==> config.mk <==
export PLATFORM = sky130hd
export DESIGN_NAME = rabin_decrypt_crt
export DESIGN_NICKNAME = d
export VERILOG_FILES = /design/src/hw/rtl/rdc_pkg.sv /design/src/hw/rtl/rdc_mulmod.sv /design/src/hw/rtl/rabin_decrypt_crt.sv
export SDC_FILE = /design/constraint.sdc
export NUM_CORES = 2
export LEC_CHECK = 0
export ABC_AREA = 1
export BUFFER_PORTS_ARGS = -buffer_cell sky130_fd_sc_hd__buf_2
export CORE_MARGIN = 2
export CORE_UTILIZATION = 40
export DETAILED_ROUTE_END_ITERATION = 6
export SLEW_MARGIN = 5
export SYNTH_ARGS = -nofsm -noshare
export SYNTH_HDL_FRONTEND = slang
export SYNTH_SLANG_ARGS = --single-unit
==> constraint.sdc <==
create_clock -name clk -period 13.1 [get_ports clk]
set_input_delay 1.31 -clock clk [delete_from_list [all_inputs] [get_ports clk]]
set_output_delay 1.31 -clock clk [all_outputs]
set_load 0.01 [all_outputs]
==> src/hw/rtl/rdc_pkg.sv <==
// Shared constants for the Rabin CRT decryption block.
package rdc_pkg;
  localparam int PRIME_BITS_DEF = 16;
  localparam int CIPHER_BITS    = 32;
  localparam int CFG_DATA_BITS  = 16;
  localparam int KEEP_LIMIT     = 127;
  localparam int RESET_P        = 7;
  localparam int RESET_Q        = 11;
  localparam logic [1:0] CFG_P  = 2'd0;
  localparam logic [1:0] CFG_Q  = 2'd1;
endpackage

==> src/hw/rtl/rdc_mulmod.sv <==
// Bit-serial modular multiplier: res = (x * y) mod m, one multiplier bit per cycle.
module rdc_mulmod #(
  parameter int W  = 32,
  parameter int YW = 32,
  parameter int LW = 6
) (
  input  logic          clk,
  input  logic          rst,
  input  logic          go,
  input  logic [W-1:0]  x,
  input  logic [YW-1:0] y,
  input  logic [W-1:0]  m,
  input  logic [LW-1:0] len,
  output logic          done,
  output logic [W-1:0]  res
);
  logic          run;
  logic [LW-1:0] cnt;
  logic [YW-1:0] ysh;
  logic [W-1:0]  xr;
  logic [W-1:0]  mr;
  logic [W-1:0]  r;
  logic [W:0]    dbl;
  logic [W-1:0]  dred;
  logic [W:0]    sum;
  logic [W-1:0]  r_next;

  always_comb begin
    dbl  = {r, 1'b0};
    dred = (dbl >= {1'b0, mr}) ? W'(dbl - {1'b0, mr}) : W'(dbl);
    sum  = {1'b0, dred} + {1'b0, xr};
    if (ysh[YW-1]) begin
      r_next = (sum >= {1'b0, mr}) ? W'(sum - {1'b0, mr}) : W'(sum);
    end else begin
      r_next = dred;
    end
  end

  always_ff @(posedge clk) begin
    if (rst) begin
      run  <= 1'b0;
      done <= 1'b0;
    end else begin
      done <= 1'b0;
      if (go) begin
        r   <= '0;
        xr  <= x;
        mr  <= m;
        ysh <= y << (LW'(YW) - len);
        cnt <= len;
        if (len == '0) begin
          done <= 1'b1;
        end else begin
          run <= 1'b1;
        end
      end else if (run) begin
        r   <= r_next;
        ysh <= ysh << 1;
        cnt <= cnt - LW'(1);
        if (cnt == LW'(1)) begin
          run  <= 1'b0;
          done <= 1'b1;
        end
      end
    end
  end

  assign res = r;
endmodule

==> src/hw/rtl/rabin_decrypt_crt.sv <==
// Rabin decryption top level: sequencer around one shared modular multiplier.
//
// Usage: load prime_p (index 0) and prime_q (index 1) through cfg_we/cfg_addr/
// cfg_data while the block is idle; reset loads p = 7 and q = 11.
// An item (cipher_value) is taken at a clock edge with start high and busy
// low. busy drops in the cycle the result is shown. The four CRT roots and the
// four keep flags appear for exactly one cycle with done high; the receiver
// cannot stall, so the block is already idle while done is high.
// Exponentiations and CRT products run through one bit-serial modular
// multiplier, one multiplier bit per cycle; the two weights and n come from a
// small PRIME_BITS x PRIME_BITS product. An item runs four exponentiations
// (weights for p and q, square roots mod p and mod q). Each one first reduces
// its base (the ciphertext for the square roots), then for each exponent bit
// multiplies when the bit is set and squares. Then come three weight/modulus
// products, four CRT products and four sums. The exponent loop ends when no
// exponent bits are left, so small primes give a much shorter run.
// With a zero prime the sequencer goes straight to its final state and shows
// an all-zero result.
// Synchronous active-high reset returns the sequencer to idle.
module rabin_decrypt_crt
  import rdc_pkg::*;
#(
  parameter int PRIME_BITS = rdc_pkg::PRIME_BITS_DEF
) (
  input  logic                               clk,
  input  logic                               rst,
  input  logic                               cfg_we,
  input  logic [1:0]                         cfg_addr,
  input  logic [rdc_pkg::CFG_DATA_BITS-1:0]  cfg_data,
  input  logic                               start,
  input  logic [rdc_pkg::CIPHER_BITS-1:0]    cipher_value,
  output logic                               busy,
  output logic                               done,
  output logic [31:0]                        root_one,
  output logic [31:0]                        root_two,
  output logic [31:0]                        root_three,
  output logic [31:0]                        root_four,
  output logic                               keep_one,
  output logic                               keep_two,
  output logic                               keep_three,
  output logic                               keep_four
);
  localparam int PB = PRIME_BITS;
  localparam int W  = 2 * PB;
  localparam int YW = (W > CIPHER_BITS) ? W : CIPHER_BITS;
  localparam int LW = $clog2(YW + 1);
  localparam int CW = (PB < CFG_DATA_BITS) ? PB : CFG_DATA_BITS;

  localparam logic [3:0] S_IDLE   = 4'd0;
  localparam logic [3:0] S_RED    = 4'd1;
  localparam logic [3:0] S_REDW   = 4'd2;
  localparam logic [3:0] S_LOOP   = 4'd3;
  localparam logic [3:0] S_MULW   = 4'd4;
  localparam logic [3:0] S_SQ     = 4'd5;
  localparam logic [3:0] S_SQW    = 4'd6;
  localparam logic [3:0] S_PEND   = 4'd7;
  localparam logic [3:0] S_WA     = 4'd8;
  localparam logic [3:0] S_WB     = 4'd9;
  localparam logic [3:0] S_WN     = 4'd10;
  localparam logic [3:0] S_WRED   = 4'd11;
  localparam logic [3:0] S_PROD   = 4'd12;
  localparam logic [3:0] S_PRODW  = 4'd13;
  localparam logic [3:0] S_SUM    = 4'd14;
  localparam logic [3:0] S_FIN    = 4'd15;

  logic [3:0]             state;
  logic [PB-1:0]          prime_p;
  logic [PB-1:0]          prime_q;
  logic [CIPHER_BITS-1:0] c_reg;
  logic                   zflag;
  logic [1:0]             phase;
  logic [1:0]             pidx;
  logic [PB-1:0]          e;
  logic [PB-1:0]          pr;
  logic [PB-1:0]          px;
  logic [PB-1:0]          sa;
  logic [PB-1:0]          sb;
  logic [PB-1:0]          m1;
  logic [PB-1:0]          m3;
  logic [W-1:0]           wa;
  logic [W-1:0]           wb;
  logic [W-1:0]           nn;
  logic [W-1:0]           pa3;
  logic [W-1:0]           pa4;
  logic [W-1:0]           pb1;
  logic [W-1:0]           pb2;
  logic [W-1:0]           rt0;
  logic [W-1:0]           rt1;
  logic [W-1:0]           rt2;
  logic [W-1:0]           rt3;

  logic [PB-1:0]          mod_sel;
  logic [YW-1:0]          base_sel;
  logic [LW-1:0]          len_sel;
  logic [PB-1:0]          exp_sel;
  logic [PB-1:0]          one_sel;
  logic [PB:0]            p_inc;
  logic [PB:0]            q_inc;
  logic [PB-1:0]          m1n;
  logic [PB-1:0]          m2n;
  logic [PB-1:0]          m3n;
  logic [PB-1:0]          m4n;
  logic [PB-1:0]          m2d;
  logic [PB-1:0]          m4d;
  logic [W-1:0]           msel;
  logic [W-1:0]           mul_a;
  logic [W-1:0]           mul_b;
  logic [W-1:0]           mul_out;
  logic [W-1:0]           ta;
  logic [W-1:0]           tb;
  logic [W:0]             rsum;
  logic [W-1:0]           rmod;
  logic [W-1:0]           rnz;

  logic                   mm_go;
  logic [W-1:0]           mm_x;
  logic [YW-1:0]          mm_y;
  logic [W-1:0]           mm_m;
  logic [LW-1:0]          mm_len;
  logic                   mm_done;
  logic [W-1:0]           mm_res;

  rdc_mulmod #(.W(W), .YW(YW), .LW(LW)) u_mulmod (
    .clk  (clk),
    .rst  (rst),
    .go   (mm_go),
    .x    (mm_x),
    .y    (mm_y),
    .m    (mm_m),
    .len  (mm_len),
    .done (mm_done),
    .res  (mm_res)
  );

  // Per-phase operands: 0 = p^(q-2) mod q, 1 = q^(p-2) mod p, 2 = c^((p+1)/4) mod p,
  // 3 = c^((q+1)/4) mod q.
  always_comb begin
    p_inc = {1'b0, prime_p} + (PB+1)'(1);
    q_inc = {1'b0, prime_q} + (PB+1)'(1);
    unique case (phase)
      2'd0: begin
        mod_sel  = prime_q;
        base_sel = YW'(prime_p);
        len_sel  = LW'(PB);
        exp_sel  = (prime_q >= PB'(2)) ? prime_q - PB'(2) : '0;
      end
      2'd1: begin
        mod_sel  = prime_p;
        base_sel = YW'(prime_q);
        len_sel  = LW'(PB);
        exp_sel  = (prime_p >= PB'(2)) ? prime_p - PB'(2) : '0;
      end
      2'd2: begin
        mod_sel  = prime_p;
        base_sel = YW'(c_reg);
        len_sel  = LW'(CIPHER_BITS);
        exp_sel  = PB'(p_inc >> 2);
      end
      default: begin
        mod_sel  = prime_q;
        base_sel = YW'(c_reg);
        len_sel  = LW'(CIPHER_BITS);
        exp_sel  = PB'(q_inc >> 2);
      end
    endcase
    one_sel = (mod_sel == PB'(1)) ? '0 : PB'(1);
  end

  always_comb begin
    m1n = (m1 == '0) ? prime_p : m1;
    m2d = prime_p - m1n;
    m2n = (m2d == '0) ? prime_p : m2d;
    m3n = (m3 == '0) ? prime_q : m3;
    m4d = prime_q - m3n;
    m4n = (m4d == '0) ? prime_q : m4d;
    unique case (pidx)
      2'd0:    msel = W'(m3n);
      2'd1:    msel = W'(m4n);
      2'd2:    msel = W'(m1n);
      default: msel = W'(m2n);
    endcase
    if (msel == nn) begin
      msel = '0;
    end
  end

  always_comb begin
    unique case (state)
      S_WA: begin
        mul_a = W'((sa == '0) ? prime_q : sa);
        mul_b = W'(prime_p);
      end
      S_WB: begin
        mul_a = W'((sb == '0) ? prime_p : sb);
        mul_b = W'(prime_q);
      end
      default: begin
        mul_a = W'(prime_p);
        mul_b = W'(prime_q);
      end
    endcase
    mul_out = W'(mul_a[PB-1:0]) * W'(mul_b[PB-1:0]);
  end

  always_comb begin
    ta   = pidx[0] ? pa4 : pa3;
    tb   = pidx[1] ? pb2 : pb1;
    rsum = {1'b0, ta} + {1'b0, tb};
    rmod = (rsum >= {1'b0, nn}) ? W'(rsum - {1'b0, nn}) : W'(rsum);
    rnz  = (rmod == '0) ? nn : rmod;
  end

  always_comb begin
    mm_go  = 1'b0;
    mm_x   = '0;
    mm_y   = '0;
    mm_m   = W'(mod_sel);
    mm_len = LW'(PB);
    unique case (state)
      S_RED: begin
        mm_go  = 1'b1;
        mm_x   = W'(one_sel);
        mm_y   = base_sel;
        mm_len = len_sel;
      end
      S_LOOP: begin
        mm_go = (e != '0) && e[0];
        mm_x  = W'(pr);
        mm_y  = YW'(px);
      end
      S_SQ: begin
        mm_go = 1'b1;
        mm_x  = W'(px);
        mm_y  = YW'(px);
      end
      S_PROD: begin
        mm_go = 1'b1;
        mm_x  = pidx[1] ? wb : wa;
        mm_y  = YW'(msel);
        mm_m  = nn;
      end
      default: begin
        mm_go = 1'b0;
      end
    endcase
  end

  always_ff @(posedge clk) begin
    if (rst) begin
      prime_p <= PB'(RESET_P);
      prime_q <= PB'(RESET_Q);
    end else if (cfg_we) begin
      if (cfg_addr == CFG_P) begin
        prime_p <= PB'(cfg_data[CW-1:0]);
      end else if (cfg_addr == CFG_Q) begin
        prime_q <= PB'(cfg_data[CW-1:0]);
      end
    end
  end

  always_ff @(posedge clk) begin
    if (rst) begin
      state <= S_IDLE;
      done  <= 1'b0;
    end else begin
      done <= 1'b0;
      unique case (state)
        S_IDLE: begin
          if (start) begin
            c_reg <= cipher_value;
            phase <= 2'd0;
            if (prime_p == '0 || prime_q == '0) begin
              zflag <= 1'b1;
              rt0   <= '0;
              rt1   <= '0;
              rt2   <= '0;
              rt3   <= '0;
              state <= S_FIN;
            end else begin
              zflag <= 1'b0;
              state <= S_RED;
            end
          end
        end
        S_RED: begin
          e     <= exp_sel;
          pr    <= one_sel;
          state <= S_REDW;
        end
        S_REDW: begin
          if (mm_done) begin
            px    <= PB'(mm_res);
            state <= S_LOOP;
          end
        end
        S_LOOP: begin
          if (e == '0) begin
            state <= S_PEND;
          end else if (e[0]) begin
            state <= S_MULW;
          end else begin
            state <= S_SQ;
          end
        end
        S_MULW: begin
          if (mm_done) begin
            pr    <= PB'(mm_res);
            state <= S_SQ;
          end
        end
        S_SQ: begin
          state <= S_SQW;
        end
        S_SQW: begin
          if (mm_done) begin
            px    <= PB'(mm_res);
            e     <= e >> 1;
            state <= S_LOOP;
          end
        end
        S_PEND: begin
          unique case (phase)
            2'd0:    sa <= pr;
            2'd1:    sb <= pr;
            2'd2:    m1 <= pr;
            default: m3 <= pr;
          endcase
          if (phase == 2'd3) begin
            state <= S_WA;
          end else begin
            phase <= phase + 2'd1;
            state <= S_RED;
          end
        end
        S_WA: begin
          wa    <= mul_out;
          state <= S_WB;
        end
        S_WB: begin
          wb    <= mul_out;
          state <= S_WN;
        end
        S_WN: begin
          nn    <= mul_out;
          state <= S_WRED;
        end
        S_WRED: begin
          if (wa == nn) begin
            wa <= '0;
          end
          if (wb == nn) begin
            wb <= '0;
          end
          pidx  <= 2'd0;
          state <= S_PROD;
        end
        S_PROD: begin
          state <= S_PRODW;
        end
        S_PRODW: begin
          if (mm_done) begin
            unique case (pidx)
              2'd0:    pa3 <= mm_res;
              2'd1:    pa4 <= mm_res;
              2'd2:    pb1 <= mm_res;
              default: pb2 <= mm_res;
            endcase
            pidx <= pidx + 2'd1;
            if (pidx == 2'd3) begin
              state <= S_SUM;
            end else begin
              state <= S_PROD;
            end
          end
        end
        S_SUM: begin
          unique case (pidx)
            2'd0:    rt0 <= rnz;
            2'd1:    rt1 <= rnz;
            2'd2:    rt2 <= rnz;
            default: rt3 <= rnz;
          endcase
          pidx <= pidx + 2'd1;
          if (pidx == 2'd3) begin
            state <= S_FIN;
          end
        end
        S_FIN: begin
          root_one   <= 32'(rt0);
          root_two   <= 32'(rt1);
          root_three <= 32'(rt2);
          root_four  <= 32'(rt3);
          keep_one   <= !zflag && (rt0 < W'(KEEP_LIMIT));
          keep_two   <= !zflag && (rt1 < W'(KEEP_LIMIT)) && (rt1 != rt0);
          keep_three <= !zflag && (rt2 < W'(KEEP_LIMIT)) && (rt2 != rt1) && (rt2 != rt0);
          keep_four  <= !zflag && (rt3 < W'(KEEP_LIMIT)) && (rt3 != rt2) && (rt3 != rt1)
                        && (rt3 != rt0);
          done       <= 1'b1;
          state      <= S_IDLE;
        end
        default: begin
          state <= S_IDLE;
        end
      endcase
    end
  end

  assign busy = (state != S_IDLE);
endmodule

Word level (Yosys, flattened, before mapping)
Index checks and enable logic that the tools add are counted.
{"block": "totals", "input_bits": 54, "elab_cells": 271, "output_inout_bits": 134, "reg_bits": 806}
{"block": "classes", "add_sub_neg": 15, "n_bitwise": 4, "magnitude_cmp": 9, "n_eq_ne": 48, "mul": 1, "shifts": 1, "reduce_logical": 72, "mux": 79}
{"op": "$mux W32", "n": 20}
{"op": "$pmux W32 S2", "n": 7}
{"op": "$mux W16", "n": 13}
{"op": "$ne A32 B32 Y1", "n": 6}
{"op": "$logic_not A16 Y1", "n": 9}
{"op": "$lt A32 B7 Y1 const B", "n": 4}
{"op": "$pmux W32 S4", "n": 1}
{"op": "$ge A33 B32 Y1", "n": 3}
{"op": "$pmux W16 S2", "n": 3}
{"op": "$pmux W16 S3", "n": 2}
{"op": "$pmux W32 S3", "n": 1}
{"op": "$sub A32 B32 Y32", "n": 3}
{"op": "$add A32 B32 Y33", "n": 2}
{"op": "$eq A32 B32 Y1", "n": 2}
{"op": "$pmux W4 S15", "n": 1}
{"op": "$reduce_and A3 Y1", "n": 12}
{"op": "$add A16 B1 Y17 const B", "n": 2}
{"op": "$eq A16 B32 Y1", "n": 1}
{"op": "$eq A4 B4 Y1 const B", "n": 8}
{"op": "$ge A16 B2 Y1 const B", "n": 2}
{"op": "$logic_not A32 Y1", "n": 1}
{"op": "$mul A16 B16 Y32", "n": 1}
{"op": "$shl A32 B6 Y32", "n": 1}
{"op": "$sub A16 B16 Y16", "n": 2}
{"op": "36 further kinds", "n": 122}

Depth between registers and ports, before layout
{"block": "logic_depth", "word_depth": 11, "mapped_depth": 49}

Cells and area by module
From an unflattened synthesis, not the netlist that was laid out.
{"block": "unflattened", "cells_unflattened": 7703, "hier_area_um2": 61566.5}
{"module": "rabin_decrypt_crt", "cells_each": 5279, "n_inst": 1, "seq_area_each_um2": 19748.9, "area_per_inst_um2": 46395.7}
{"module": "rdc_mulmod", "cells_each": 2424, "n_inst": 1, "seq_area_each_um2": 4063.9, "area_per_inst_um2": 15170.8}

Least setup slack after synthesis
OpenSTA, ideal clock, no wires.
{"block": "synth_path", "path_kind": "input to register", "from": "in rst", "to": "reg keep_four (enable)", "required_time_ns": 12.315, "arrival_time_ns": 10.462, "setup_slack_ns": 1.853, "path_buffers": 1, "path_stages": 2, "setup_ns": 0.785, "path_cell_list": "clkbuf_1 nor3_1"}
{"block": "synth_via", "elab_chain_cells": 2}
{"item": "start, declared", "line_no": "rabin_decrypt_crt.sv:26", "source": "input logic rst,"}
{"item": "$not A1 Y1 (no line)"}
{"item": "$reduce_and A2 Y1 (no line)"}
{"item": "end signal, assigned", "line_no": "rabin_decrypt_crt.sv:396", "source": "keep_four <= !zflag && (rt3 < W'(KEEP_LIMIT)) && (rt3 != rt2) && (rt3 != rt1)"}
{"item": "end, declared", "line_no": "rabin_decrypt_crt.sv:41", "source": "output logic keep_four"}
Every way passes these cells.
A chain may end at the register's enable or synchronous reset.

Final worst setup path
{"block": "layout_path", "from": "reg u_mulmod.r[1] (netlist: u_mulmod.res[1])", "to": "reg u_mulmod.r[8] (netlist: u_mulmod.res[8]), data pin"}
{"block": "layout_via", "elab_chain_cells": 7}
{"item": "start, declared", "line_no": "rdc_mulmod.sv:22", "source": "logic [W-1:0] r;"}
{"item": "start signal, assigned", "line_no": "rdc_mulmod.sv:57", "source": "r <= r_next;"}
{"item": "$sub A32 B32 Y32 or $ge A33 B32 Y1 (tied branches)", "line_no": "rdc_mulmod.sv:30", "source": "dred = (dbl >= {1'b0, mr}) ? W'(dbl - {1'b0, mr}) : W'(dbl);"}
{"item": "$mux W32 *", "line_no": "rdc_mulmod.sv:30"}
{"item": "$add A32 B32 Y33", "line_no": "rdc_mulmod.sv:31", "source": "sum = {1'b0, dred} + {1'b0, xr};"}
{"item": "$sub A32 B32 Y32 or $ge A33 B32 Y1 (tied branches)", "line_no": "rdc_mulmod.sv:33", "source": "r_next = (sum >= {1'b0, mr}) ? W'(sum - {1'b0, mr}) : W'(sum);"}
{"item": "$mux W32", "line_no": "rdc_mulmod.sv:33"}
{"item": "$mux W32 *", "line_no": "rdc_mulmod.sv:32", "source": "if (ysh[YW-1]) begin"}
{"item": "$mux W32 *", "line_no": "rdc_mulmod.sv:56", "source": "end else if (run) begin"}
Every way passes the cells marked *; elsewhere a longest branch is shown, timed or not. The select of a mux whose other input is x is not followed.

==> summary.txt <==
Setup path
  • Reg2reg setup slack: 3870 ps
  • Crit path top cell by count: nand2_1
  • Critical Path Start Type: flop
  • CP delay by family, top: compound AO/OA/AOI/OAI gates
  • Max incr delay on CP: 510 ps
  • Crit Reg-Reg Endpoint: u_mulmod.res[8]
  • Critical path buffer and inverter count: 6
  • Worst endpoint required time: 13550 ps
  • R2r worst-path depth: 47
  • Crit path kind: flop to flop
  • CP endpoint kind: flop
  • Max FO, Critical Path: 33
  • RR Startpoint: u_mulmod.res[1]
  • Critical Path Slowest Stage Cell: edfxtp_1
  • WP data arrival: 9680 ps

Logic synthesis
  • Synth async-reset ratio: 0%
  • Synthesized cell area: 0.0561 mm²
  • Compound-cell area share of the yosys netlist: 9.78%
  • Count of different cell masters after synthesis: 67
  • Synthesis-stage register bit count: 806
  • Most common flop cell mapped by yosys: edfxtp_1
  • Net Count, Synth: 7016
  • Sequential-to-total area share from yosys stat: 42.4%
  • Avg Cell Area, Syn: 8.70 µm²
  • Mux contribution to synthesized area: 0%
  • XOR/XNOR Fraction of Synth Area: 5.69%
  • Largest family of logic cells by synthesized area: simple AND/OR/NAND/NOR gates
  • Synth warnings: 0
  • Post-synth EDFFs: 767
  • Cells after Synth: 6455
  • Adder and majority cell fraction of the synthesized area: 14.0%
  • Synth Area in Simple Gates: 20.5%

Cells and area
  • Share of post-route cells with drive strength above 1: 7.48%
  • Net count, final: 7205
  • Commonest non-fill, non-tap cell in the layout: nand2_1
  • Util after Layout: 44.8%
  • Area Growth Syn to Fin: 11.2%
  • Fin cells: 8593
  • Commonest non-fill, non-tap cells in the layout: 1579 x nand2_1, 920 x inv_1, 767 x edfxtp_1, 479 x nor2_1, 371 x a21oi_1
  • Layout fillers: 13600

Floorplan
  • Horiz. Die Dim: 379 µm
  • Total die area: 0.143 mm²
  • Number of I/O pins: 188
  • Core ar.: 0.139 mm²
  • Initial core utilization: 40.3%
  • Cell Rows: 137
  • Die H: 379 µm

Clock network
  • CTS Buf Count: 87
  • Post-CTS resize count: 0
  • CTS Sinks: 806
  • Clock Latency Late Sink: 730 ps
  • Worst-path clk slew: 70 ps
  • Root Driver: clkbuf_16
  • Hold Buf Count CTS: 0
  • H-tree depth: 3
  • Post-CTS setup buffers: 0
  • CTS tree: done
  • Clk buf depth: 3

STA
  • Slew margin rel.: 15.5%
  • Tightest Pin Transition: 1260 ps
  • Endpoints failing hold: 0
  • Worst Hold Slack: 530 ps
  • Clock period minus worst slack: 9230 ps
  • Final slew viol count: 0
  • Worst setup margin: 3870 ps
  • Setup violators final: 0
  • Fmax: 108 MHz
  • Clock Skew: 39.4 ps
  • Final critical-path share of the clock period: 70.4%
  • Final setup TNS: 0 ps
  • RSZ-0062 raised after global routing: no

Global route
  • First-pass GRT wire length: 301000 µm
  • Vias in the first global route: 45700
  • Largest net degree at the start of global routing: 75
  • Tot GR Track Use: 28.6%
  • Initial antenna violation count: 6
  • Global route overflow: 0

Detailed routing
  • Vias per inst: 5.56
  • Initial drt markers: 5348
  • Met2 Wirelength: 93000 µm
  • Post-route DRC violation count: 4
  • DR WL met3: 18700 µm
  • Total Routed Length: 207000 µm
  • Vias: 47800
  • Final ANT Viol Nets: 0
  • Drt first pass iters: 7
  • Metal1 wirelength: 84300 µm
  • Max layer used: met4
  • Drt wl/cell: 24.1 µm

Flow run
  • Max-cap viol count: 0

Status
  • Failing checks: DRC
  • Status: finished with violations

Worst hold path
  • Hold_sp: u_mulmod.ysh[6]
  • Hold crit path type: flop to flop
  • Hold Path Stages: 2
  • WHS Endpoint: u_mulmod.ysh[7]

Power
  • Pwr Density: 269 mW/mm²
  • Worst vdd ir: 0.382 mV
  • Leak Pwr: 27.0 nW

Place
  • Post-Place Cells: 8431
  • Port Buffer Count: 187
  • Pre-CTS setup slack: 4050 ps
  • GPL Wtd Cong: 1.01
  • Hpwl dp: 160000 µm
==> worst register-to-register path: cells and delay by family, from the launching register on <==
family | cells | cell delay [ps]
AOI/OAI and AO/OA | 14 | 3020
and+or+nand+nor | 23 | 2730
buffers and inverters | 6 | 1370
adders and majority gates | 3 | 1190
DFF | 1 | 510
xor gates and xnor gates | 1 | 180
==> cell type report <==
type / instances / area (µm²) / area share [%]
Sequential cell: 806 / 23800 / 38.1
Clock inverter: 53 / 639 / 1.02
Multi-Input combinational cell: 4526 / 28200 / 45.2
Inverter: 944 / 3540 / 5.67
Timing Repair Buffer: 279 / 1630 / 2.60
Clock buffer: 106 / 2270 / 3.63
Antenna cell: 3 / 7.51 / 0.0120
Tap cell: 1876 / 2350 / 3.76
==> worst max-delay path by stage <==
| stage | cells past startpoint | slack [ps] | startpoint | to |
|---|---|---|---|---|
| floorplan | 2 | 1850 | rst | keep_four |
| global placement | 47 | 4250 | u_mulmod.res[1] | u_mulmod.res[8] |
| detailed placement | 47 | 4050 | u_mulmod.res[1] | u_mulmod.res[8] |
| CTS | 47 | 4030 | u_mulmod.res[1] | u_mulmod.res[8] |
| global route | 47 | 3120 | u_mulmod.res[1] | u_mulmod.res[8] |
| finish | 47 | 3870 | u_mulmod.res[1] | u_mulmod.res[8] |
==> cells by family (layout without fill, tap and decap cells) <==
kind of cell,after synthesis,after routing
AOI/OAI and AO/OA,936,936
xor gates and xnor gates,365,365
adders and majority gates,507,507
buffers and inverters,1123,1382
DFF,806,806
other,0,3
and+or+nand+nor,2718,2718
==> per-stage QoR <==
| step | power (mW) | area [µm²] |
|---|---|---|
| 6_report | 16.8 | 62400 |
| 5_1_grt | 18.2 | 62400 |
| 4_1_cts | 16.7 | 62400 |
| 3_5_place_dp | 14.2 | 59500 |
| 3_3_place_gp | 14.1 | 59500 |
| 2_1_floorplan | 11.2 | 56100 |
==> metal layers <==
metal  up-vias  global-route usage [%]
li1      21900                       -
met1     23000                    37.7
met2      2397                    45.5
met3       515                    5.47
met4         0                    12.8
met5         -                       0
==> synthesized netlist by cell type (all sizes together), types with 5 or more instances <==
cell,instances,area share (%)
nand2,1584,11
inv,929,6.2
edfxtp,767,41
nor2,490,3.3
a21oi,378,3.4
ha,306,6.8
nand3,301,2.7
o21ai,292,2.6
xnor2,226,3.5
fa,201,7.2
clkbuf,149,1.0
xor2,139,2.2
nand4,94,1.0
nor4,71,0.79
nor3,66,0.61
nand3b,49,0.66
o22ai,41,0.46
dfxtp,39,1.4
o211ai,37,0.49
buf,30,0.34
and2,29,0.32
or2,28,0.31
o2111ai,24,0.37
a31oi,22,0.25
a21o,17,0.23
o21bai,17,0.25
a32oi,15,0.23
clkinv,15,0.10
o21a,12,0.16
o221a,11,0.22
a21boi,9,0.13
a221oi,9,0.14
o221ai,9,0.14
a221o,8,0.14
a211oi,6,0.080
a22o,5,0.078
o31ai,5,0.091
==> power breakdown <==
group	internal [mW]	total [mW]	switching (mW)
combinational	3.61	10.4	6.79
clock	1.43	2.53	1.10
sequential	3.58	3.86	0.287
Note: power is estimated with default switching activity, not from simulation.
